==> src/rtl/core/apcid_pkg.sv <==
`default_nettype none
package apcid_pkg;

   localparam int QUEUE_DEPTH = 4;

   localparam logic [0:0] KIND_HEADER  = 1'b0;
   localparam logic [0:0] KIND_PAYLOAD = 1'b1;

   localparam logic [1:0] STATUS_OK      = 2'd0;
   localparam logic [1:0] STATUS_LENGTH  = 2'd1;
   localparam logic [1:0] STATUS_INVALID = 2'd2;

   localparam logic [1:0] FORMAT_I = 2'd0;
   localparam logic [1:0] FORMAT_S = 2'd1;
   localparam logic [1:0] FORMAT_U = 2'd2;

   localparam logic [1:0] SVC_NONE  = 2'd0;
   localparam logic [1:0] SVC_START = 2'd1;
   localparam logic [1:0] SVC_STOP  = 2'd2;
   localparam logic [1:0] SVC_TEST  = 2'd3;

   localparam logic [7:0] CTRL_S_FRAME = 8'h01;
   localparam logic [7:0] ACT_STARTDT  = 8'h07;
   localparam logic [7:0] ACT_STOPDT   = 8'h13;
   localparam logic [7:0] ACT_TESTFR   = 8'h43;
   localparam logic [7:0] CON_STARTDT  = 8'h0B;
   localparam logic [7:0] CON_STOPDT   = 8'h23;
   localparam logic [7:0] CON_TESTFR   = 8'h83;

   localparam logic [7:0] HEADER_TOTAL = 8'd6;
   localparam logic [7:0] LEN_MIN      = 8'd4;
   localparam logic [7:0] LEN_MAX      = 8'd253;

   // classified event from the front end
   typedef struct packed {
      logic [0:0]      kind;
      logic [1:0]      status;
      logic [3:0][7:0] octets;
      logic [7:0]      payload_length;
      logic [7:0]      payload_byte;
      logic            payload_last;
   } event_type;

endpackage
`default_nettype wire

==> src/rtl/core/apcid_front.sv <==
`default_nettype none
module apcid_front
   import apcid_pkg::*;
(
   input  wire logic      clock,
   input  wire logic      reset,
   input  wire logic      accept,
   input  wire logic [7:0] data_byte,
   output logic           ev_valid,
   output event_type      ev
);

   typedef enum logic [3:0] {
      PH_START = 4'b0001,
      PH_LEN   = 4'b0010,
      PH_CTRL  = 4'b0100,
      PH_BODY  = 4'b1000
   } phase_type;

   phase_type  phase_ff, phase_in;
   logic [7:0] byte_index_ff, byte_index_in;
   logic [7:0] frame_total_ff, frame_total_in;
   logic       skip_ff, skip_in;
   logic [7:0] oct0_ff, oct1_ff, oct2_ff;
   logic [1:0] slot;
   logic       is_i;
   logic       valid_frame;
   logic       last;

   assign slot        = byte_index_ff[1:0] - 2'd2;
   assign is_i        = ~oct0_ff[0];
   assign valid_frame = is_i ? (frame_total_ff > HEADER_TOTAL)
                             : (frame_total_ff == HEADER_TOTAL);
   assign last        = byte_index_ff >= (frame_total_ff - 8'd1);

   always_comb begin
      phase_in       = phase_ff;
      byte_index_in  = byte_index_ff;
      frame_total_in = frame_total_ff;
      skip_in        = skip_ff;
      ev_valid       = 1'b0;
      ev             = '0;
      case (phase_ff)
         PH_START: begin
            byte_index_in = 8'd1;
            phase_in      = PH_LEN;
         end
         PH_LEN: begin
            if (data_byte inside {[LEN_MIN:LEN_MAX]}) begin
               frame_total_in = data_byte + 8'd2;
               byte_index_in  = 8'd2;
               phase_in       = PH_CTRL;
            end else begin
               ev_valid       = 1'b1;
               ev.kind        = KIND_HEADER;
               ev.status      = STATUS_LENGTH;
               byte_index_in  = 8'd0;
               frame_total_in = 8'd0;
               phase_in       = PH_START;
            end
         end
         PH_CTRL: begin
            byte_index_in = byte_index_ff + 8'd1;
            if (byte_index_ff >= 8'd5) begin
               ev_valid          = 1'b1;
               ev.kind           = KIND_HEADER;
               ev.status         = valid_frame ? STATUS_OK : STATUS_INVALID;
               ev.octets         = {data_byte, oct2_ff, oct1_ff, oct0_ff};
               ev.payload_length = frame_total_ff - HEADER_TOTAL;
               if (frame_total_ff == HEADER_TOTAL) begin
                  phase_in = PH_START;
                  skip_in  = 1'b0;
               end else begin
                  phase_in = PH_BODY;
                  skip_in  = ~valid_frame;
               end
            end
         end
         PH_BODY: begin
            byte_index_in = byte_index_ff + 8'd1;
            if (last) begin
               phase_in = PH_START;
            end
            if (skip_ff) begin
               if (last) begin
                  skip_in = 1'b0;
               end
            end else begin
               ev_valid        = 1'b1;
               ev.kind         = KIND_PAYLOAD;
               ev.payload_byte = data_byte;
               ev.payload_last = last;
            end
         end
         default: begin
            phase_in = PH_START;
            skip_in  = 1'b0;
         end
      endcase
      if (!accept) begin
         ev_valid = 1'b0;
      end
   end

   always_ff @(posedge clock) begin
      if (reset) begin
         phase_ff       <= PH_START;
         byte_index_ff  <= 8'd0;
         frame_total_ff <= 8'd0;
         skip_ff        <= 1'b0;
      end else if (accept) begin
         phase_ff       <= phase_in;
         byte_index_ff  <= byte_index_in;
         frame_total_ff <= frame_total_in;
         skip_ff        <= skip_in;
      end
   end

   always_ff @(posedge clock) begin
      if (accept && (phase_ff == PH_CTRL)) begin
         case (slot)
            2'd0:    oct0_ff <= data_byte;
            2'd1:    oct1_ff <= data_byte;
            2'd2:    oct2_ff <= data_byte;
            default: ;
         endcase
      end
   end

endmodule
`default_nettype wire

==> src/rtl/core/apcid_queue.sv <==
`default_nettype none
module apcid_queue
   import apcid_pkg::*;
#(
   parameter int DEPTH = QUEUE_DEPTH
) (
   input  wire logic      clock,
   input  wire logic      reset,
   input  wire logic      wr_en,
   input  wire event_type wr_data,
   output logic           full,
   input  wire logic      rd_en,
   output logic           rd_valid,
   output event_type      rd_data
);

   localparam int PTR_W = (DEPTH > 1) ? $clog2(DEPTH) : 1;
   localparam int CNT_W = $clog2(DEPTH + 1);

   event_type          slots_ff [DEPTH];
   logic [PTR_W-1:0]   wr_ptr_ff, wr_ptr_in;
   logic [PTR_W-1:0]   rd_ptr_ff, rd_ptr_in;
   logic [CNT_W-1:0]   count_ff, count_in;
   logic               do_wr;
   logic               do_rd;

   assign full     = count_ff == CNT_W'(DEPTH);
   assign rd_valid = count_ff != '0;
   assign rd_data  = slots_ff[rd_ptr_ff];
   assign do_wr    = wr_en && !full;
   assign do_rd    = rd_en && rd_valid;

   always_comb begin
      wr_ptr_in = wr_ptr_ff;
      rd_ptr_in = rd_ptr_ff;
      count_in  = count_ff;
      if (do_wr) begin
         wr_ptr_in = (wr_ptr_ff == PTR_W'(DEPTH - 1)) ? '0 : wr_ptr_ff + 1'b1;
      end
      if (do_rd) begin
         rd_ptr_in = (rd_ptr_ff == PTR_W'(DEPTH - 1)) ? '0 : rd_ptr_ff + 1'b1;
      end
      if (do_wr && !do_rd) begin
         count_in = count_ff + 1'b1;
      end else if (do_rd && !do_wr) begin
         count_in = count_ff - 1'b1;
      end
   end

   always_ff @(posedge clock) begin
      if (reset) begin
         wr_ptr_ff <= '0;
         rd_ptr_ff <= '0;
         count_ff  <= '0;
      end else begin
         wr_ptr_ff <= wr_ptr_in;
         rd_ptr_ff <= rd_ptr_in;
         count_ff  <= count_in;
      end
   end

   always_ff @(posedge clock) begin
      if (do_wr) begin
         slots_ff[wr_ptr_ff] <= wr_data;
      end
   end

endmodule
`default_nettype wire

==> src/rtl/core/apcid_back.sv <==
`default_nettype none
module apcid_back
   import apcid_pkg::*;
(
   input  wire logic        clock,
   input  wire logic        reset,
   input  wire logic        q_valid,
   input  wire event_type   q_data,
   output logic             q_pop,
   output logic             empty,
   input  wire logic        pop,
   output logic [0:0]       rsp_result_kind,
   output logic [1:0]       rsp_status,
   output logic [1:0]       rsp_frame_format,
   output logic [1:0]       rsp_service_act,
   output logic [1:0]       rsp_service_con,
   output logic [14:0]      rsp_send_seq,
   output logic [14:0]      rsp_recv_seq,
   output logic [7:0]       rsp_payload_length,
   output logic [7:0]       rsp_payload_byte,
   output logic             rsp_payload_last
);

   logic        out_valid_ff, out_valid_in;
   logic [0:0]  kind_ff, kind_in;
   logic [1:0]  status_ff, status_in;
   logic [1:0]  format_ff, format_in;
   logic [1:0]  act_ff, act_in;
   logic [1:0]  con_ff, con_in;
   logic [14:0] send_ff, send_in;
   logic [14:0] recv_ff, recv_in;
   logic [7:0]  plen_ff, plen_in;
   logic [7:0]  pbyte_ff, pbyte_in;
   logic        plast_ff, plast_in;
   logic [7:0]  c;
   logic        is_i;
   logic        is_s;
   logic        decode;

   assign c      = q_data.octets[0];
   assign is_i   = ~c[0];
   assign is_s   = c == CTRL_S_FRAME;
   assign decode = (q_data.kind == KIND_HEADER) && (q_data.status != STATUS_LENGTH);
   assign q_pop  = q_valid && (!out_valid_ff || pop);

   always_comb begin
      kind_in   = q_data.kind;
      status_in = q_data.status;
      format_in = FORMAT_I;
      act_in    = SVC_NONE;
      con_in    = SVC_NONE;
      send_in   = '0;
      recv_in   = '0;
      plen_in   = '0;
      pbyte_in  = q_data.payload_byte;
      plast_in  = q_data.payload_last;
      if (decode) begin
         format_in = is_i ? FORMAT_I : (is_s ? FORMAT_S : FORMAT_U);
         case (c)
            ACT_STARTDT: act_in = SVC_START;
            ACT_STOPDT:  act_in = SVC_STOP;
            ACT_TESTFR:  act_in = SVC_TEST;
            default:     act_in = SVC_NONE;
         endcase
         case (c)
            CON_STARTDT: con_in = SVC_START;
            CON_STOPDT:  con_in = SVC_STOP;
            CON_TESTFR:  con_in = SVC_TEST;
            default:     con_in = SVC_NONE;
         endcase
         if (is_i) begin
            send_in = {q_data.octets[1], c[7:1]};
         end
         if (is_i || is_s) begin
            recv_in = {q_data.octets[3], q_data.octets[2][7:1]};
         end
         plen_in = q_data.payload_length;
      end
      out_valid_in = out_valid_ff;
      if (q_pop) begin
         out_valid_in = 1'b1;
      end else if (pop) begin
         out_valid_in = 1'b0;
      end
   end

   always_ff @(posedge clock) begin
      if (reset) begin
         out_valid_ff <= 1'b0;
      end else begin
         out_valid_ff <= out_valid_in;
      end
   end

   always_ff @(posedge clock) begin
      if (q_pop) begin
         kind_ff   <= kind_in;
         status_ff <= status_in;
         format_ff <= format_in;
         act_ff    <= act_in;
         con_ff    <= con_in;
         send_ff   <= send_in;
         recv_ff   <= recv_in;
         plen_ff   <= plen_in;
         pbyte_ff  <= pbyte_in;
         plast_ff  <= plast_in;
      end
   end

   assign empty              = ~out_valid_ff;
   assign rsp_result_kind    = kind_ff;
   assign rsp_status         = status_ff;
   assign rsp_frame_format   = format_ff;
   assign rsp_service_act    = act_ff;
   assign rsp_service_con    = con_ff;
   assign rsp_send_seq       = send_ff;
   assign rsp_recv_seq       = recv_ff;
   assign rsp_payload_length = plen_ff;
   assign rsp_payload_byte   = pbyte_ff;
   assign rsp_payload_last   = plast_ff;

endmodule
`default_nettype wire

==> src/rtl/core/apcid_frame_deframer.sv <==
// apci_frame_deframer: receive-side APCI frame splitter.
// Request channel: one link byte per request on req_data_byte, taken on an
// edge with push high and full low; a byte can be pushed every such cycle.
// Result channel: while empty is low, the oldest result sits on the rsp_
// ports; it is taken on an edge where pop is high. A result is either a
// header summary (kind 0, at the sixth byte of a frame or on a bad length
// byte) or a payload byte of a valid I frame (kind 1, last marked).
// A byte that yields a result writes it into the event queue at its push
// edge; the output register takes it when free. Throughput: one byte per
// cycle while full is low; the parser, the event queue and the output register
// each move one entry per cycle. Stalls: results wait in a QUEUE_DEPTH-entry
// queue plus the output register; full rises once the queue holds QUEUE_DEPTH
// results and the output register is occupied, and falls as soon as pop
// drains one. Reset (synchronous, active high) empties the queue and output
// register and puts the parser back to expecting a start byte.
`default_nettype none
module apci_frame_deframer
   import apcid_pkg::*;
#(
   parameter int QUEUE_DEPTH_P = QUEUE_DEPTH
) (
   input  wire logic        clock,
   input  wire logic        reset,
   input  wire logic        push,
   output logic             full,
   input  wire logic [7:0]  req_data_byte,
   output logic             empty,
   input  wire logic        pop,
   output logic [0:0]       rsp_result_kind,
   output logic [1:0]       rsp_status,
   output logic [1:0]       rsp_frame_format,
   output logic [1:0]       rsp_service_act,
   output logic [1:0]       rsp_service_con,
   output logic [14:0]      rsp_send_seq,
   output logic [14:0]      rsp_recv_seq,
   output logic [7:0]       rsp_payload_length,
   output logic [7:0]       rsp_payload_byte,
   output logic             rsp_payload_last
);

   logic      accept;
   logic      ev_valid;
   event_type ev;
   logic      q_full;
   logic      q_valid;
   logic      q_pop;
   event_type q_data;

   assign full   = q_full;
   assign accept = push && !q_full;

   apcid_front u_front (
      .clock     (clock),
      .reset     (reset),
      .accept    (accept),
      .data_byte (req_data_byte),
      .ev_valid  (ev_valid),
      .ev        (ev)
   );

   apcid_queue #(
      .DEPTH (QUEUE_DEPTH_P)
   ) u_queue (
      .clock    (clock),
      .reset    (reset),
      .wr_en    (ev_valid),
      .wr_data  (ev),
      .full     (q_full),
      .rd_en    (q_pop),
      .rd_valid (q_valid),
      .rd_data  (q_data)
   );

   apcid_back u_back (
      .clock              (clock),
      .reset              (reset),
      .q_valid            (q_valid),
      .q_data             (q_data),
      .q_pop              (q_pop),
      .empty              (empty),
      .pop                (pop),
      .rsp_result_kind    (rsp_result_kind),
      .rsp_status         (rsp_status),
      .rsp_frame_format   (rsp_frame_format),
      .rsp_service_act    (rsp_service_act),
      .rsp_service_con    (rsp_service_con),
      .rsp_send_seq       (rsp_send_seq),
      .rsp_recv_seq       (rsp_recv_seq),
      .rsp_payload_length (rsp_payload_length),
      .rsp_payload_byte   (rsp_payload_byte),
      .rsp_payload_last   (rsp_payload_last)
   );

endmodule
`default_nettype wire
==> config.mk <==
export PLATFORM = sky130hd
export DESIGN_NAME = apci_frame_deframer
export DESIGN_NICKNAME = d
export VERILOG_FILES = /design/src/rtl/core/apcid_pkg.sv /design/src/rtl/core/apcid_front.sv /design/src/rtl/core/apcid_queue.sv /design/src/rtl/core/apcid_back.sv /design/src/rtl/core/apcid_frame_deframer.sv
export SDC_FILE = /design/constraint.sdc
export NUM_CORES = 1
export LEC_CHECK = 0
export CORE_AREA = 2 2 181 183
export CTS_CLUSTER_SIZE = 24
export DETAILED_ROUTE_END_ITERATION = 16
export DIE_AREA = 0 0 183 185
export DONT_BUFFER_PORTS = 1
export GPL_TIMING_DRIVEN = 1
export SLEW_MARGIN = 30
export SYNTH_ARGS = -nofsm -noshare
export SYNTH_HDL_FRONTEND = slang
export SYNTH_SLANG_ARGS = --single-unit
==> constraint.sdc <==
create_clock -name clock -period 9.1 [get_ports clock]
set_clock_uncertainty 0.15 [all_clocks]
set_input_delay 0.455 -clock clock [delete_from_list [all_inputs] [get_ports clock]]
set_output_delay 0.455 -clock clock [all_outputs]
set_load 0.005 [all_outputs]
==> metrics.cfg <==
[synthesis]
syn_area_sq_um=12600
synth_fp_nets=766
synthArstFlopShare=0
yosys.area_share.xor_xnor=0.0209
synth_fa_ha_area_frac=0.0254
ys_types=59
syn_inst=729
syn_avg_cell_area_sq_um=17.3
synthMuxAreaShare=0.0945
synth_top_family_by_area=multiplexers
ys_ff_latch=314
synth-compound-area-share=0.0282
synthFlopType=edfxtp_1
synthSimpleGateAreaFrac=0.0903
ys_seq_area_frac=0.724
yosysWarningCount=0
synth_edf_count=283

[sta]
drv_slew=0
fin_crit_sh=0.419
final-setup-viol-count=0
worst_pin_slew_ns=0.812
maxSlewHeadroom=0.459
fmax_mhz=262
period_needed_ns=3.81
tns_ns=0
timing.final.ws_setup_ns=5.29
rsz0062_at_grt=no
hold_viol=0

[floorplan]
core_sq_um=32000
dieWidth_um=183
start_util=0.393
die_y_um=185
ios=70
die-area_sq_um=33900
num_rows=66

[final_layout]
drive_gt1_frac=0.158
stdcell_area_sq_um=14300
largest_reg_flops=204
fillers=2785
final_cell_mix=edfxtp_1 (283), and3_1 (54), mux4_2 (51), nor2_1 (42), clkbuf_16 (36)
layout.nets=789
seq_area_sq_um=9120
multiInputGateArea_sq_um=3290
layout_commonest_cell=edfxtp_1
diodes=0
top_register=u_queue.slots_ff
utilization=0.447
area.growth.synth_to_final_pct=13.7

[routing]
firstDrtPassIters=5
post_drt_wl_per_cell_um=20.0
num_vias=6222
ant_nets=0
post_drt_via_cell_ratio=5.25
drc=0
drt_wl_total_mm=23.8
drt_iter0_markers=551

[power_and_ir_drop]
p_switching_mw=0.862
ir_drop_uv=115
p_leak_nw=5.07
comb_power_share=0.092
swShare=0.239
pwr_density_cell_nw_per_um2=251
p_seq_frac=0.513
clockPowerShare=0.394
p_int_mw=2.74

[critical_path]
endpoint=u_queue.count_ff[2]$_SDFFE_PP0P_
startpoint=u_front.byte_index_ff[0]$_SDFFE_PP0P_
startpoint_type=flop
rr_worst_depth=12
path_max_fanout=34
required_ns=9.37
end_kind=flop
reg2reg_setup_slack_ns=5.29
r2r_start=u_front.byte_index_ff[0]$_SDFFE_PP0P_
crit_type=reg -> reg
r2r-end=u_queue.count_ff[2]$_SDFFE_PP0P_
arrival_ns=4.08

[place]
port_buffers=0
placed_area_sq_um=13100
post-place-ws_ns=4.91
dpl.hpwl_mm=13.7
gp_congestion=0.784

[clock_network]
cts_buffers=35
clk_pin_slew_ns=0.06
post_cts_buffers=0
insertion_delay_ns=0.51
root_buffer=clkbuf_16
cts_tree=yes
clk_path_buf_depth=3
htreeDepth=2
cts_num_sinks=314

[run_status]
status=complete, no violations

[grt]
grt_max_degree=60
grt_overflow=0
grtUsageTotal=0.145
grt_pass1_vias=6438
grt_first_pass_wirelength_mm=37.2
antenna_found_initial=0

[job]
maxCapViolCount=0

[worst_hold_path]
hp-class=in -> reg

==> area by class of cell <==
cell class / instances / area share
clock inverter: 18 / 0.0163
multi-input combinational: 364 / 0.230
inverter: 18 / 0.00472
timing repair buffer: 19 / 0.0117
clock buffer: 44 / 0.0650
tap: 408 / 0.0356
sequential: 314 / 0.637
==> metal layers <==
layer / vias to the layer above / track usage / share of wire
met5: - / 0 / 0
met4: 0 / 0.0374 / 0.015
met3: 29 / 0.0297 / 0.047
met2: 149 / 0.248 / 0.50
met1: 3161 / 0.190 / 0.44
li1: 2883 / - / -
==> per-stage QoR <==
stage	hold WS [ns]	cells	power (mW)
floorplan	0.295	729	2.13
global placement	0.323	1113	2.22
detailed placement	0.331	1113	2.23
CTS	0.00812	1185	3.66
global route	0.0301	1185	3.76
finish	0.0238	1185	3.60
==> critical path: stages, from the launching register on <==
cell and delay (ns):
dfxtp_1 0.46, inv_1 0.12, ha_1 0.22, nand2b_1 0.07, a211o_2 0.49, nand2_1 0.32
a31oi_1 0.54, ha_1 0.29, inv_1 0.06, fa_1 0.37, xor2_1 0.17, or3_1 0.30
a21oi_1 0.14
==> synth_stat cells (2+ instances only) <==
library cell / count / area [sq um]
o21ai_0: 2 / 10.0
a211oi_1: 6 / 45.0
nor2_1: 42 / 158
buf_1: 4 / 15.0
nor3b_1: 2 / 15.0
inv_2: 2 / 7.51
a21boi_0: 2 / 15.0
a21o_1: 2 / 15.0
and2_1: 37 / 231
nand2b_1: 2 / 12.5
o21ai_1: 3 / 15.0
nor2b_1: 3 / 18.8
clkbuf_1: 24 / 90.1
or3_1: 4 / 25.0
nand2_1: 21 / 78.8
a22oi_1: 6 / 45.0
inv_1: 15 / 56.3
xnor2_1: 22 / 193
a21oi_1: 13 / 65.1
nor3_1: 10 / 50.1
a32oi_1: 2 / 17.5
a32o_1: 2 / 20.0
nand3b_1: 3 / 22.5
nor4_1: 3 / 18.8
edfxtp_1: 283 / 8500
o41ai_1: 2 / 17.5
buf_2: 3 / 15.0
xor2_1: 8 / 70.1
mux2i_1: 3 / 30.0
and3_1: 54 / 338
nand4_1: 2 / 12.5
buf_6: 2 / 22.5
nand3_1: 9 / 45.0
ha_1: 24 / 300
or4_1: 2 / 15.0
mux4_2: 51 / 1150
a31oi_1: 2 / 12.5
dfxtp_1: 31 / 621
==> power groups by stage <==
stage	sequential [mW]	combinational, mW	clock [mW]
floorplan	1.84	0.282	0
global placement	1.89	0.332	0
detailed placement	1.89	0.339	0
CTS	1.86	0.347	1.45
global route	1.87	0.370	1.51
finish	1.85	0.333	1.42
==> logic make-up (layout without fill, tap and decap cells) <==
kind of cell,count (synthesis),after routing
fa+ha+maj,25,25
xor+xnor,30,30
simple gates,203,203
mux,55,55
flops,314,314
compound gates,51,51
buf+inv,51,99
==> repair_timing <==
action / in CTS / in global routing
hold buffers: 10 / 0
resized for setup: 0 / 0
hold endpoints to repair: 44 / 0
endpoints found under the setup margin: 0 / 0
==> how the worst min path moves through the flow <==
stage	from	end	slack (ns)	cells after the start
after floorplan	u_back.out_valid_ff$_SDFFE_PP0P_	u_back.out_valid_ff$_SDFFE_PP0P_	0.30	2
after CTS	pop	u_back.out_valid_ff$_SDFFE_PP0P_	0.008	3
after global routing	pop	u_back.out_valid_ff$_SDFFE_PP0P_	0.03	3
after global placement	u_front.skip_ff$_SDFFE_PP0P_	u_front.skip_ff$_SDFFE_PP0P_	0.32	2
final	pop	u_back.out_valid_ff$_SDFFE_PP0P_	0.02	3
after detailed placement	u_front.skip_ff$_SDFFE_PP0P_	u_front.skip_ff$_SDFFE_PP0P_	0.33	2
Note: power is estimated with default switching activity, not from simulation.
